`src/hw/rtl/assert_macros.svh`:
```
// ------------------------------------------------------------------------
// assertion macros
// clocked property checks used by matrix_determinant_engine
// ------------------------------------------------------------------------
`ifndef ASSERT_MACROS_SVH
`define ASSERT_MACROS_SVH

// check held off while reset is high
`define MDE_ASSERT(label, prop, msg) \
   label: assert property (@(posedge clock) disable iff (reset) prop) else $error(msg);

// check that also holds during reset
`define MDE_ASSERT_ALWAYS(label, prop, msg) \
   label: assert property (@(posedge clock) prop) else $error(msg);

`endif

```
`src/hw/rtl/mde_pkg.sv`:
```
// ------------------------------------------------------------------------
// mde_pkg
// types, constants and tables of the matrix determinant engine
// ------------------------------------------------------------------------
package mde_pkg;

   localparam int MAX_SIZE_DEFAULT = 4;
   localparam int ELEM_W           = 12;
   localparam int DET_W            = 50;
   localparam int SIZE_W           = 3;
   localparam int COUNT_W          = 5;
   localparam int PROD_W           = 48;
   localparam int PERM_W           = 5;
   localparam int STORE_ADDR_W     = 4;
   localparam int CSR_ADDR_W       = 3;
   localparam int CSR_DATA_W       = 32;
   localparam int PERM_COUNT       = 24;

   localparam logic REG_ROW_COUNT    = 1'b0;
   localparam logic REG_COLUMN_COUNT = 1'b1;

   localparam logic STATUS_OK         = 1'b0;
   localparam logic STATUS_NOT_SQUARE = 1'b1;

   typedef enum logic [1:0] {
      S_LOAD,
      S_CALC,
      S_FINISH
   } state_type;

   typedef struct packed {
      logic                     en;
      logic [STORE_ADDR_W-1:0]  addr;
      logic signed [ELEM_W-1:0] data;
   } store_write_type;

   typedef struct packed {
      logic              start;
      logic [SIZE_W-1:0] size;
   } calc_ctrl_type;

   // column per row, two bits each, row 0 in the low bits;
   // the first n! entries are the permutations of the first n columns
   localparam logic [7:0] PERM_TABLE [PERM_COUNT] = '{
      8'hE4, 8'hE1, 8'hD8, 8'hC9, 8'hD2, 8'hC6,
      8'hB4, 8'h78, 8'h9C, 8'h6C, 8'hB1, 8'h39,
      8'h8D, 8'h2D, 8'h72, 8'h36, 8'h4E, 8'h1E,
      8'h93, 8'h63, 8'h87, 8'h27, 8'h4B, 8'h1B
   };

   // odd permutations
   localparam logic [PERM_COUNT-1:0] PERM_NEG = 24'h665A66;

   function automatic logic [PERM_W-1:0] perm_count(input logic [SIZE_W-1:0] n);
      logic [PERM_W-1:0] c;
      case (n)
         3'd1:    c = 5'd1;
         3'd2:    c = 5'd2;
         3'd3:    c = 5'd6;
         default: c = 5'd24;
      endcase
      return c;
   endfunction

   function automatic logic [SIZE_W-1:0] clamp_size(input logic [SIZE_W-1:0] v,
                                                     input logic [SIZE_W-1:0] max_v);
      logic [SIZE_W-1:0] c;
      if (v == '0) begin
         c = SIZE_W'(1);
      end else if (v > max_v) begin
         c = max_v;
      end else begin
         c = v;
      end
      return c;
   endfunction

endpackage

```
`src/hw/rtl/mde_interfaces.sv`:
```
// ------------------------------------------------------------------------
// mde channel interfaces
// valid/ready channels for matrix elements and determinant results
// ------------------------------------------------------------------------
interface mde_req_if;
   import mde_pkg::*;

   logic                     valid;
   logic                     ready;
   logic signed [ELEM_W-1:0] element_value;

   modport source (output valid, output element_value, input ready);
   modport sink (input valid, input element_value, output ready);
endinterface

interface mde_rsp_if;
   import mde_pkg::*;

   logic                    valid;
   logic                    ready;
   logic signed [DET_W-1:0] determinant;
   logic                    status;

   modport source (output valid, output determinant, output status, input ready);
   modport sink (input valid, input determinant, input status, output ready);
endinterface

```
`src/hw/rtl/mde_core.sv`:
```
// ------------------------------------------------------------------------
// mde_core
// element memory and permutation sum sequencer for the determinant
// ------------------------------------------------------------------------
module mde_core #(
   parameter int MAX_SIZE = mde_pkg::MAX_SIZE_DEFAULT
) (
   input  logic                             clock,
   input  logic                             reset,
   input  mde_pkg::store_write_type         wr,
   input  mde_pkg::calc_ctrl_type           ctrl,
   output logic                             done,
   output logic signed [mde_pkg::DET_W-1:0] det
);
   import mde_pkg::*;

   localparam int DEPTH = MAX_SIZE * MAX_SIZE;
   localparam int AW    = (DEPTH > 1) ? $clog2(DEPTH) : 1;

   logic signed [ELEM_W-1:0] mem [DEPTH];
   logic signed [ELEM_W-1:0] rd_data_ff;
   logic [AW-1:0]            rd_addr;

   logic              active_ff, active_in;
   logic [PERM_W-1:0] perm_ff, perm_in;
   logic [1:0]        row_ff, row_in;
   logic [SIZE_W-1:0] size_ff;
   logic [PERM_W-1:0] count;
   logic              row_last;
   logic              perm_final;
   logic [1:0]        col;
   logic [4:0]        addr_full;

   logic v1_ff, first1_ff, last1_ff, neg1_ff, final1_ff;
   logic v2_ff, neg2_ff, final2_ff;
   logic done_ff;
   logic signed [PROD_W-1:0] prod_ff, prod_in;
   logic signed [DET_W-1:0]  acc_ff, acc_in;

   assign count      = perm_count(size_ff);
   assign row_last   = ({1'b0, row_ff} == size_ff - SIZE_W'(1));
   assign perm_final = (perm_ff == count - PERM_W'(1));
   assign col        = PERM_TABLE[perm_ff][2*row_ff +: 2];
   assign addr_full  = 5'(row_ff) * 5'(size_ff) + 5'(col);
   assign rd_addr    = addr_full[AW-1:0];

   always_ff @(posedge clock) begin
      if (wr.en) begin
         mem[wr.addr[AW-1:0]] <= wr.data;
      end
      rd_data_ff <= mem[rd_addr];
   end

   always_comb begin
      active_in = active_ff;
      perm_in   = perm_ff;
      row_in    = row_ff;
      if (ctrl.start) begin
         active_in = 1'b1;
         perm_in   = '0;
         row_in    = '0;
      end else if (active_ff) begin
         if (row_last) begin
            row_in = '0;
            if (perm_final) begin
               active_in = 1'b0;
            end else begin
               perm_in = perm_ff + PERM_W'(1);
            end
         end else begin
            row_in = row_ff + 2'd1;
         end
      end
   end

   always_comb begin
      prod_in = prod_ff;
      if (v1_ff) begin
         if (first1_ff) begin
            prod_in = PROD_W'(rd_data_ff);
         end else begin
            prod_in = PROD_W'(prod_ff * PROD_W'(rd_data_ff));
         end
      end
      acc_in = acc_ff;
      if (ctrl.start) begin
         acc_in = '0;
      end else if (v2_ff) begin
         if (neg2_ff) begin
            acc_in = acc_ff - DET_W'(prod_ff);
         end else begin
            acc_in = acc_ff + DET_W'(prod_ff);
         end
      end
   end

   always_ff @(posedge clock) begin
      if (reset) begin
         active_ff <= 1'b0;
         v1_ff     <= 1'b0;
         v2_ff     <= 1'b0;
         done_ff   <= 1'b0;
      end else begin
         active_ff <= active_in;
         v1_ff     <= active_ff & ~ctrl.start;
         v2_ff     <= v1_ff & last1_ff;
         done_ff   <= v2_ff & final2_ff;
      end
   end

   always_ff @(posedge clock) begin
      perm_ff   <= perm_in;
      row_ff    <= row_in;
      if (ctrl.start) begin
         size_ff <= ctrl.size;
      end
      first1_ff <= (row_ff == 2'd0);
      last1_ff  <= row_last;
      neg1_ff   <= PERM_NEG[perm_ff];
      final1_ff <= row_last & perm_final;
      neg2_ff   <= neg1_ff;
      final2_ff <= final1_ff;
      prod_ff   <= prod_in;
      acc_ff    <= acc_in;
   end

   assign done = done_ff;
   assign det  = acc_ff;

endmodule

```
`src/hw/rtl/matrix_determinant_engine.sv`:
```
// loading: each accepted item writes one element; an n-by-n matrix then takes n * n!
// memory reads (96 for 4x4) through the single read port, one element read per cycle,
// and the sum passes the product and accumulator registers to the result register;
// no new elements are taken until the result is registered; non-square sizes skip the reads
// reset: synchronous, active high; sizes go to MAX_SIZE, load count and rsp valid clear
// ------------------------------------------------------------------------
// matrix_determinant_engine
// loads a matrix element by element and returns its exact determinant
// ------------------------------------------------------------------------
`include "assert_macros.svh"

module matrix_determinant_engine #(
   parameter int MAX_SIZE = mde_pkg::MAX_SIZE_DEFAULT
) (
   input  logic                                clock,
   input  logic                                reset,
   mde_req_if.sink                             req_item,
   mde_rsp_if.source                           rsp_item,
   input  logic                                psel,
   input  logic                                penable,
   input  logic                                pwrite,
   input  logic [mde_pkg::CSR_ADDR_W-1:0]      paddr,
   input  logic [mde_pkg::CSR_DATA_W-1:0]      pwdata,
   output logic [mde_pkg::CSR_DATA_W-1:0]      prdata,
   output logic                                pready
);
   import mde_pkg::*;

   localparam logic [SIZE_W-1:0] MAX_SZ = SIZE_W'(MAX_SIZE);

   state_type state_ff, state_in;
   logic [SIZE_W-1:0]  row_count_ff, column_count_ff;
   logic [COUNT_W-1:0] load_count_ff, load_count_in;
   logic               status_ff, status_in;
   logic               rsp_valid_ff, rsp_valid_in;
   logic signed [DET_W-1:0] rsp_det_ff, rsp_det_in;
   logic               rsp_status_ff, rsp_status_in;

   logic [SIZE_W-1:0]  rows, cols;
   logic [COUNT_W-1:0] total;
   logic               req_fire, cfg_wr, is_last, slot_free;
   store_write_type    wr;
   calc_ctrl_type      ctrl;
   logic               core_done;
   logic signed [DET_W-1:0] core_det;

   assign rows      = clamp_size(row_count_ff, MAX_SZ);
   assign cols      = clamp_size(column_count_ff, MAX_SZ);
   assign total     = COUNT_W'(rows) * COUNT_W'(cols);
   assign req_fire  = req_item.valid & req_item.ready;
   assign cfg_wr    = psel & penable & pwrite;
   assign is_last   = (load_count_ff + COUNT_W'(1) == total);
   assign slot_free = ~rsp_valid_ff | rsp_item.ready;

   assign wr.en   = req_fire;
   assign wr.addr = load_count_ff[STORE_ADDR_W-1:0];
   assign wr.data = req_item.element_value;

   mde_core #(
      .MAX_SIZE(MAX_SIZE)
   ) u_core (
      .clock(clock),
      .reset(reset),
      .wr(wr),
      .ctrl(ctrl),
      .done(core_done),
      .det(core_det)
   );

   always_comb begin
      state_in      = state_ff;
      load_count_in = load_count_ff;
      status_in     = status_ff;
      ctrl.start    = 1'b0;
      ctrl.size     = rows;
      rsp_valid_in  = rsp_valid_ff & ~rsp_item.ready;
      rsp_det_in    = rsp_det_ff;
      rsp_status_in = rsp_status_ff;
      unique case (state_ff)
         S_LOAD: begin
            if (cfg_wr) begin
               load_count_in = '0;
            end else if (req_fire) begin
               if (is_last) begin
                  load_count_in = '0;
                  if (rows != cols) begin
                     status_in = STATUS_NOT_SQUARE;
                     state_in  = S_FINISH;
                  end else begin
                     status_in  = STATUS_OK;
                     ctrl.start = 1'b1;
                     state_in   = S_CALC;
                  end
               end else begin
                  load_count_in = load_count_ff + COUNT_W'(1);
               end
            end
         end
         S_CALC: begin
            if (core_done) begin
               state_in = S_FINISH;
            end
         end
         S_FINISH: begin
            if (slot_free) begin
               rsp_valid_in  = 1'b1;
               rsp_status_in = status_ff;
               rsp_det_in    = (status_ff == STATUS_NOT_SQUARE) ? '0 : core_det;
               state_in      = S_LOAD;
            end
         end
         default: begin
            state_in = S_LOAD;
         end
      endcase
   end

   always_ff @(posedge clock) begin
      if (reset) begin
         state_ff        <= S_LOAD;
         load_count_ff   <= '0;
         rsp_valid_ff    <= 1'b0;
         row_count_ff    <= MAX_SZ;
         column_count_ff <= MAX_SZ;
      end else begin
         state_ff      <= state_in;
         load_count_ff <= load_count_in;
         rsp_valid_ff  <= rsp_valid_in;
         if (cfg_wr && paddr[2] == REG_ROW_COUNT) begin
            row_count_ff <= pwdata[SIZE_W-1:0];
         end
         if (cfg_wr && paddr[2] == REG_COLUMN_COUNT) begin
            column_count_ff <= pwdata[SIZE_W-1:0];
         end
      end
   end

   always_ff @(posedge clock) begin
      status_ff     <= status_in;
      rsp_det_ff    <= rsp_det_in;
      rsp_status_ff <= rsp_status_in;
   end

   always_comb begin
      unique case (paddr[2])
         REG_ROW_COUNT:    prdata = CSR_DATA_W'(row_count_ff);
         REG_COLUMN_COUNT: prdata = CSR_DATA_W'(column_count_ff);
         default:          prdata = '0;
      endcase
   end

   assign pready               = 1'b1;
   assign req_item.ready       = (state_ff == S_LOAD);
   assign rsp_item.valid       = rsp_valid_ff;
   assign rsp_item.determinant = rsp_det_ff;
   assign rsp_item.status      = rsp_status_ff;

   `MDE_ASSERT(a_no_load_while_busy, (state_ff != S_LOAD) |-> !req_item.ready, "item taken while busy")
   `MDE_ASSERT(a_error_gives_zero, (rsp_item.valid && rsp_item.status) |-> (rsp_item.determinant == '0), "error item with non-zero determinant")
   `MDE_ASSERT(a_count_in_range, (state_ff == S_LOAD) |-> (load_count_ff < total), "load count past matrix size")
   `MDE_ASSERT_ALWAYS(a_reset_clears, reset |=> (!rsp_item.valid && state_ff == S_LOAD), "reset left item pending")

endmodule

```
`src/flat_wrapper.sv`:
```
// flat-port wrapper written by rule: the top's interface ports become plain ports
module matrix_determinant_engine_flat import mde_pkg::*;
#(
   parameter int MAX_SIZE = mde_pkg::MAX_SIZE_DEFAULT
)
  (clock, reset, psel, penable, pwrite, paddr, pwdata, prdata, pready, req_item_valid, req_item_element_value, req_item_ready, rsp_item_valid, rsp_item_determinant, rsp_item_status, rsp_item_ready);
  mde_req_if req_item_i ();
  mde_rsp_if rsp_item_i ();
  input  logic clock;
  input  logic reset;
  input  logic psel;
  input  logic penable;
  input  logic pwrite;
  input  logic [mde_pkg::CSR_ADDR_W-1:0] paddr;
  input  logic [mde_pkg::CSR_DATA_W-1:0] pwdata;
  output logic [mde_pkg::CSR_DATA_W-1:0] prdata;
  output logic pready;
  input wire logic [$bits(req_item_i.valid)-1:0] req_item_valid;
  input wire logic [$bits(req_item_i.element_value)-1:0] req_item_element_value;
  output wire logic [$bits(req_item_i.ready)-1:0] req_item_ready;
  output wire logic [$bits(rsp_item_i.valid)-1:0] rsp_item_valid;
  output wire logic [$bits(rsp_item_i.determinant)-1:0] rsp_item_determinant;
  output wire logic [$bits(rsp_item_i.status)-1:0] rsp_item_status;
  input wire logic [$bits(rsp_item_i.ready)-1:0] rsp_item_ready;
  assign req_item_i.valid = req_item_valid;
  assign req_item_i.element_value = req_item_element_value;
  assign req_item_ready = req_item_i.ready;
  assign rsp_item_valid = rsp_item_i.valid;
  assign rsp_item_determinant = rsp_item_i.determinant;
  assign rsp_item_status = rsp_item_i.status;
  assign rsp_item_i.ready = rsp_item_ready;
  matrix_determinant_engine #(.MAX_SIZE(MAX_SIZE)) u_core (.clock(clock), .reset(reset), .req_item(req_item_i), .rsp_item(rsp_item_i), .psel(psel), .penable(penable), .pwrite(pwrite), .paddr(paddr), .pwdata(pwdata), .prdata(prdata), .pready(pready));
endmodule
```
`config.mk`:
```
export PLATFORM = sky130hd
export DESIGN_NAME = matrix_determinant_engine_flat
export DESIGN_NICKNAME = d
export VERILOG_FILES = /design/src/hw/rtl/mde_pkg.sv /design/src/hw/rtl/mde_interfaces.sv /design/src/hw/rtl/mde_core.sv /design/src/hw/rtl/matrix_determinant_engine.sv /design/src/flat_wrapper.sv
export VERILOG_INCLUDE_DIRS = /design/src /design/src/hw/rtl
export SDC_FILE = /design/constraint.sdc
export NUM_CORES = 2
export LEC_CHECK = 0
export BUFFER_PORTS_ARGS = -buffer_cell sky130_fd_sc_hd__buf_2
export CORE_ASPECT_RATIO = 0.6
export CORE_MARGIN = 2
export CORE_UTILIZATION = 35
export CTS_CLUSTER_DIAMETER = 100
export DETAILED_ROUTE_END_ITERATION = 7
export GPL_ROUTABILITY_DRIVEN = 0
export HOLD_SLACK_MARGIN = 0.03
export PLACE_DENSITY_LB_ADDON = 0.2
export SLEW_MARGIN = 15
export SYNTH_ARGS = -nofsm -noshare
export SYNTH_HDL_FRONTEND = slang
export SYNTH_SLANG_ARGS = --single-unit
```
`constraint.sdc`:
```
create_clock -name clock -period 15.6 [get_ports clock]
set_clock_uncertainty 0.05 [all_clocks]
set_input_delay 3.12 -clock clock [delete_from_list [all_inputs] [get_ports clock]]
set_output_delay 3.12 -clock clock [all_outputs]
set_load 0.02 [all_outputs]
```
==> metrics.cfg <==
[critical_path]
critPathKind = reg -> reg
critical_path_required_ns = 15.88
cp_num_buf_inv = 4
crit_family = adder cells
critPathMostFrequentCell = sky130_fd_sc_hd__fa_1
critical_path.cell_chain = inv_1 > buf_4 > nor2_1 > fa_1 > fa_1 > fa_1 > fa_1 > inv_1 > fa_1 > inv_1 > ha_1 > nand2_1 > a211oi_1 > nor2_1 > o21a_1 > o211ai_1 > nand3_1 > a2111oi_0 > o31a_1 > o31ai_1
timing.critical_path.fanout_max = 31
critical_path.max_stage_delay_ns = 0.89
slowest_stage = sky130_fd_sc_hd__a2111oi_0
worst-endpoint-arrival_ns = 8.15
cp-start-kind = flop
capturing_element_type_of_the_critical_path = flop

[clocking]
worst_setup_hold_path_clk_slew_ns = 0.07
cts_made_buffers = 42
clock_insertion_delay_worst_skew_ns = 0.60
h_tree_depth = 2
clk_path_buf_depth = 3
post_cts_resize_count = 0
tritoncts = done
clkSinkCount = 388
post_cts.repair.setup_buffers = 0
cts.hold.buffers_added = 0
clockRootBuffer = sky130_fd_sc_hd__clkbuf_16

[yosys]
synth_top_area_share_pct = 25.5
post_synth.cell_area_avg_sq_um = 10.1
dominantRegCellSynth = sky130_fd_sc_hd__edfxtp_1
asyncSetResetFlopFracSynth_pct = 0
seq_total_area_yosys_pct = 30.9
synth_top_cells_by_area = sky130_fd_sc_hd__edfxtp_1 (26%), sky130_fd_sc_hd__fa_1 (23%), sky130_fd_sc_hd__ha_1 (6.8%)
synthMostInstantiatedCell = sky130_fd_sc_hd__inv_1
synth_commonest_cells = sky130_fd_sc_hd__inv_1 (525), sky130_fd_sc_hd__nand2_1 (458), sky130_fd_sc_hd__fa_1 (405)
synth.largest_area_cell = sky130_fd_sc_hd__edfxtp_1
post_synth_inst_count = 3428
synth.distinct_cells = 78
synthesis.yosys.warnings = 0
synth-seq-cells = 388
synth-edff-count = 295
synth_area_sq_um = 34700

[timing]
finalHoldViolCount = 0
maximum_achievable_frequency_mhz = 127
timing.setup.tns_ns = 0
period_utilization_post_route_pct = 50.4
final.min_clock_period_ns = 7.87
timing.slew.headroom_pct = 27.7
tightestPinTransition_ns = 1.08
report.final.slew_viol_count = 0
report.final.setup_viol = 0
grt_setup_unrepaired = false

[die]
die_area_sq_um = 102000
initial_utilization_pct = 35.3
ios = 140
fp.dieW_um = 411
rows = 89
die_y_um = 248
coreArea_sq_um = 98300

[route]
met2WireLength_um = 32700
met3_length_um = 6670
via_per_inst = 4.94
drtPass1Iterations = 8
met1Wirelength_um = 51400
count_of_vias_placed_by_the_detailed_router = 23500
routedWlPerCell_um = 19.3
drc = 0
top_signal_layer_used = met4
route.final.wire_length_um = 91600
antenna_violating_nets_post_route = 0
drt_iter0_markers = 2026

[hold_path]
min-delay-path-class = reg -> reg

[layout]
instances_no_fill = 4755
post_synthesis_to_final_layout_area_growth_pct = 8.39
drive_above_1_share_pct = 8.27
layout.nets = 4051
insertedDiodeCount = 0

[placed_design]
dp.final_hpwl_um = 67200
port-buffer-count = 78
placed_cells_incl_taps = 4677

[flow_run]
maxCapViolations = 0

[grt]
antenna_violations_before_repair = 1
gr_ovfl_total = 0
grt_max_degree = 62
grt_pass1_vias = 23400
global_route_wire_length_before_repair_um = 145000
gr-usage-all-layers_pct = 18.5

[outcome]
status = finished, final reports clean

-- cells by family after synthesis --
group | share of synthesized area [%]
flip-flops | 30.9
adder cells (fa/ha/maj) | 30.2
AO/OA/AOI/OAI | 7.13
other | 0.0216
XOR/XNOR | 4.06
AND/OR/NAND/NOR | 14.0
buffers and inverters | 8.32
multiplexers | 5.37
-- through the flow --
step	cell area, sq um	utilization, %	hold slack, ns	setup WS, ns
floorplan	34800	-	0.260	8.63
global placement	36300	36.9	0.265	7.96
detailed placement	36300	36.9	0.273	7.94
CTS	37600	38.3	0.279	7.89
global route	37600	38.3	0.280	7.38
finish	37600	38.3	0.265	7.73
-- layer usage --
metal	GRT usage, %	vias to the layer above
met4	2.24	0
met3	3.43	61
li1	-	11000
met5	0	-
met2	22.9	673
met1	32.4	11700
-- sequential cells by signal (all words and copies together) (netlist names), 2 cells and up --
| register | cells |
|---|---|
| u_core.column_count_ff | 3 |
| u_core.load_count_ff | 5 |
| u_core.row_count_ff | 3 |
| u_core.rsp_item.determinant | 50 |
| u_core.state_ff | 2 |
| u_core.u_core.det | 50 |
| u_core.u_core.mem | 192 |
| u_core.u_core.perm_ff | 5 |
| u_core.u_core.prod_ff | 48 |
| u_core.u_core.rd_data_ff | 12 |
| u_core.u_core.row_ff | 2 |
| u_core.u_core.size_ff | 3 |
-- layout by cell type (no fill, tap or decap), drive strengths merged, types with 8 or more instances in the layout --
cell type / n
mux4: 62
o22ai: 8
mux2: 8
a211oi: 22
clkbuf: 55
fa: 405
nor4: 13
nand2: 458
clkinv: 16
and3: 18
conb: 30
xnor2: 118
or3: 11
o21a: 11
nor2: 190
nor2b: 67
buf: 114
a21o: 34
inv: 529
mux2i: 38
xor2: 43
o21ai: 103
o21bai: 11
a21oi: 136
ha: 190
edfxtp: 295
nand3: 31
nand2b: 31
nor3: 40
a31oi: 16
o211ai: 12
dfxtp: 93
and2: 123
nand4: 13
-- area by class of cell --
class	instances	area, sq um
inverters	525	1970
multi-input cells	2331	21300
fillers	9699	60700
clock buffers	55	1110
well taps	1319	1650
flip-flops and latches	388	10700
repair buffers	114	661
clock inverters	23	208
-- path summary, 6_finish.rpt --
path	start	end	slack, ns	cells after the start
max	u_core.u_core.rd_data_ff[11]$_DFF_P_	u_core.u_core.prod_ff[46]$_DFFE_PP_	7.73	20
min	u_core.u_core.neg1_ff$_DFF_P_	u_core.u_core.neg2_ff$_DFF_P_	0.26	0
max reg2reg	u_core.u_core.rd_data_ff[11]$_DFF_P_	u_core.u_core.prod_ff[46]$_DFFE_PP_	7.73	20
min reg2reg	u_core.u_core.neg1_ff$_DFF_P_	u_core.u_core.neg2_ff$_DFF_P_	0.26	0
Power is not shown: default switching activity piles up to over one toggle a cycle in this logic, so the estimate is an artifact.
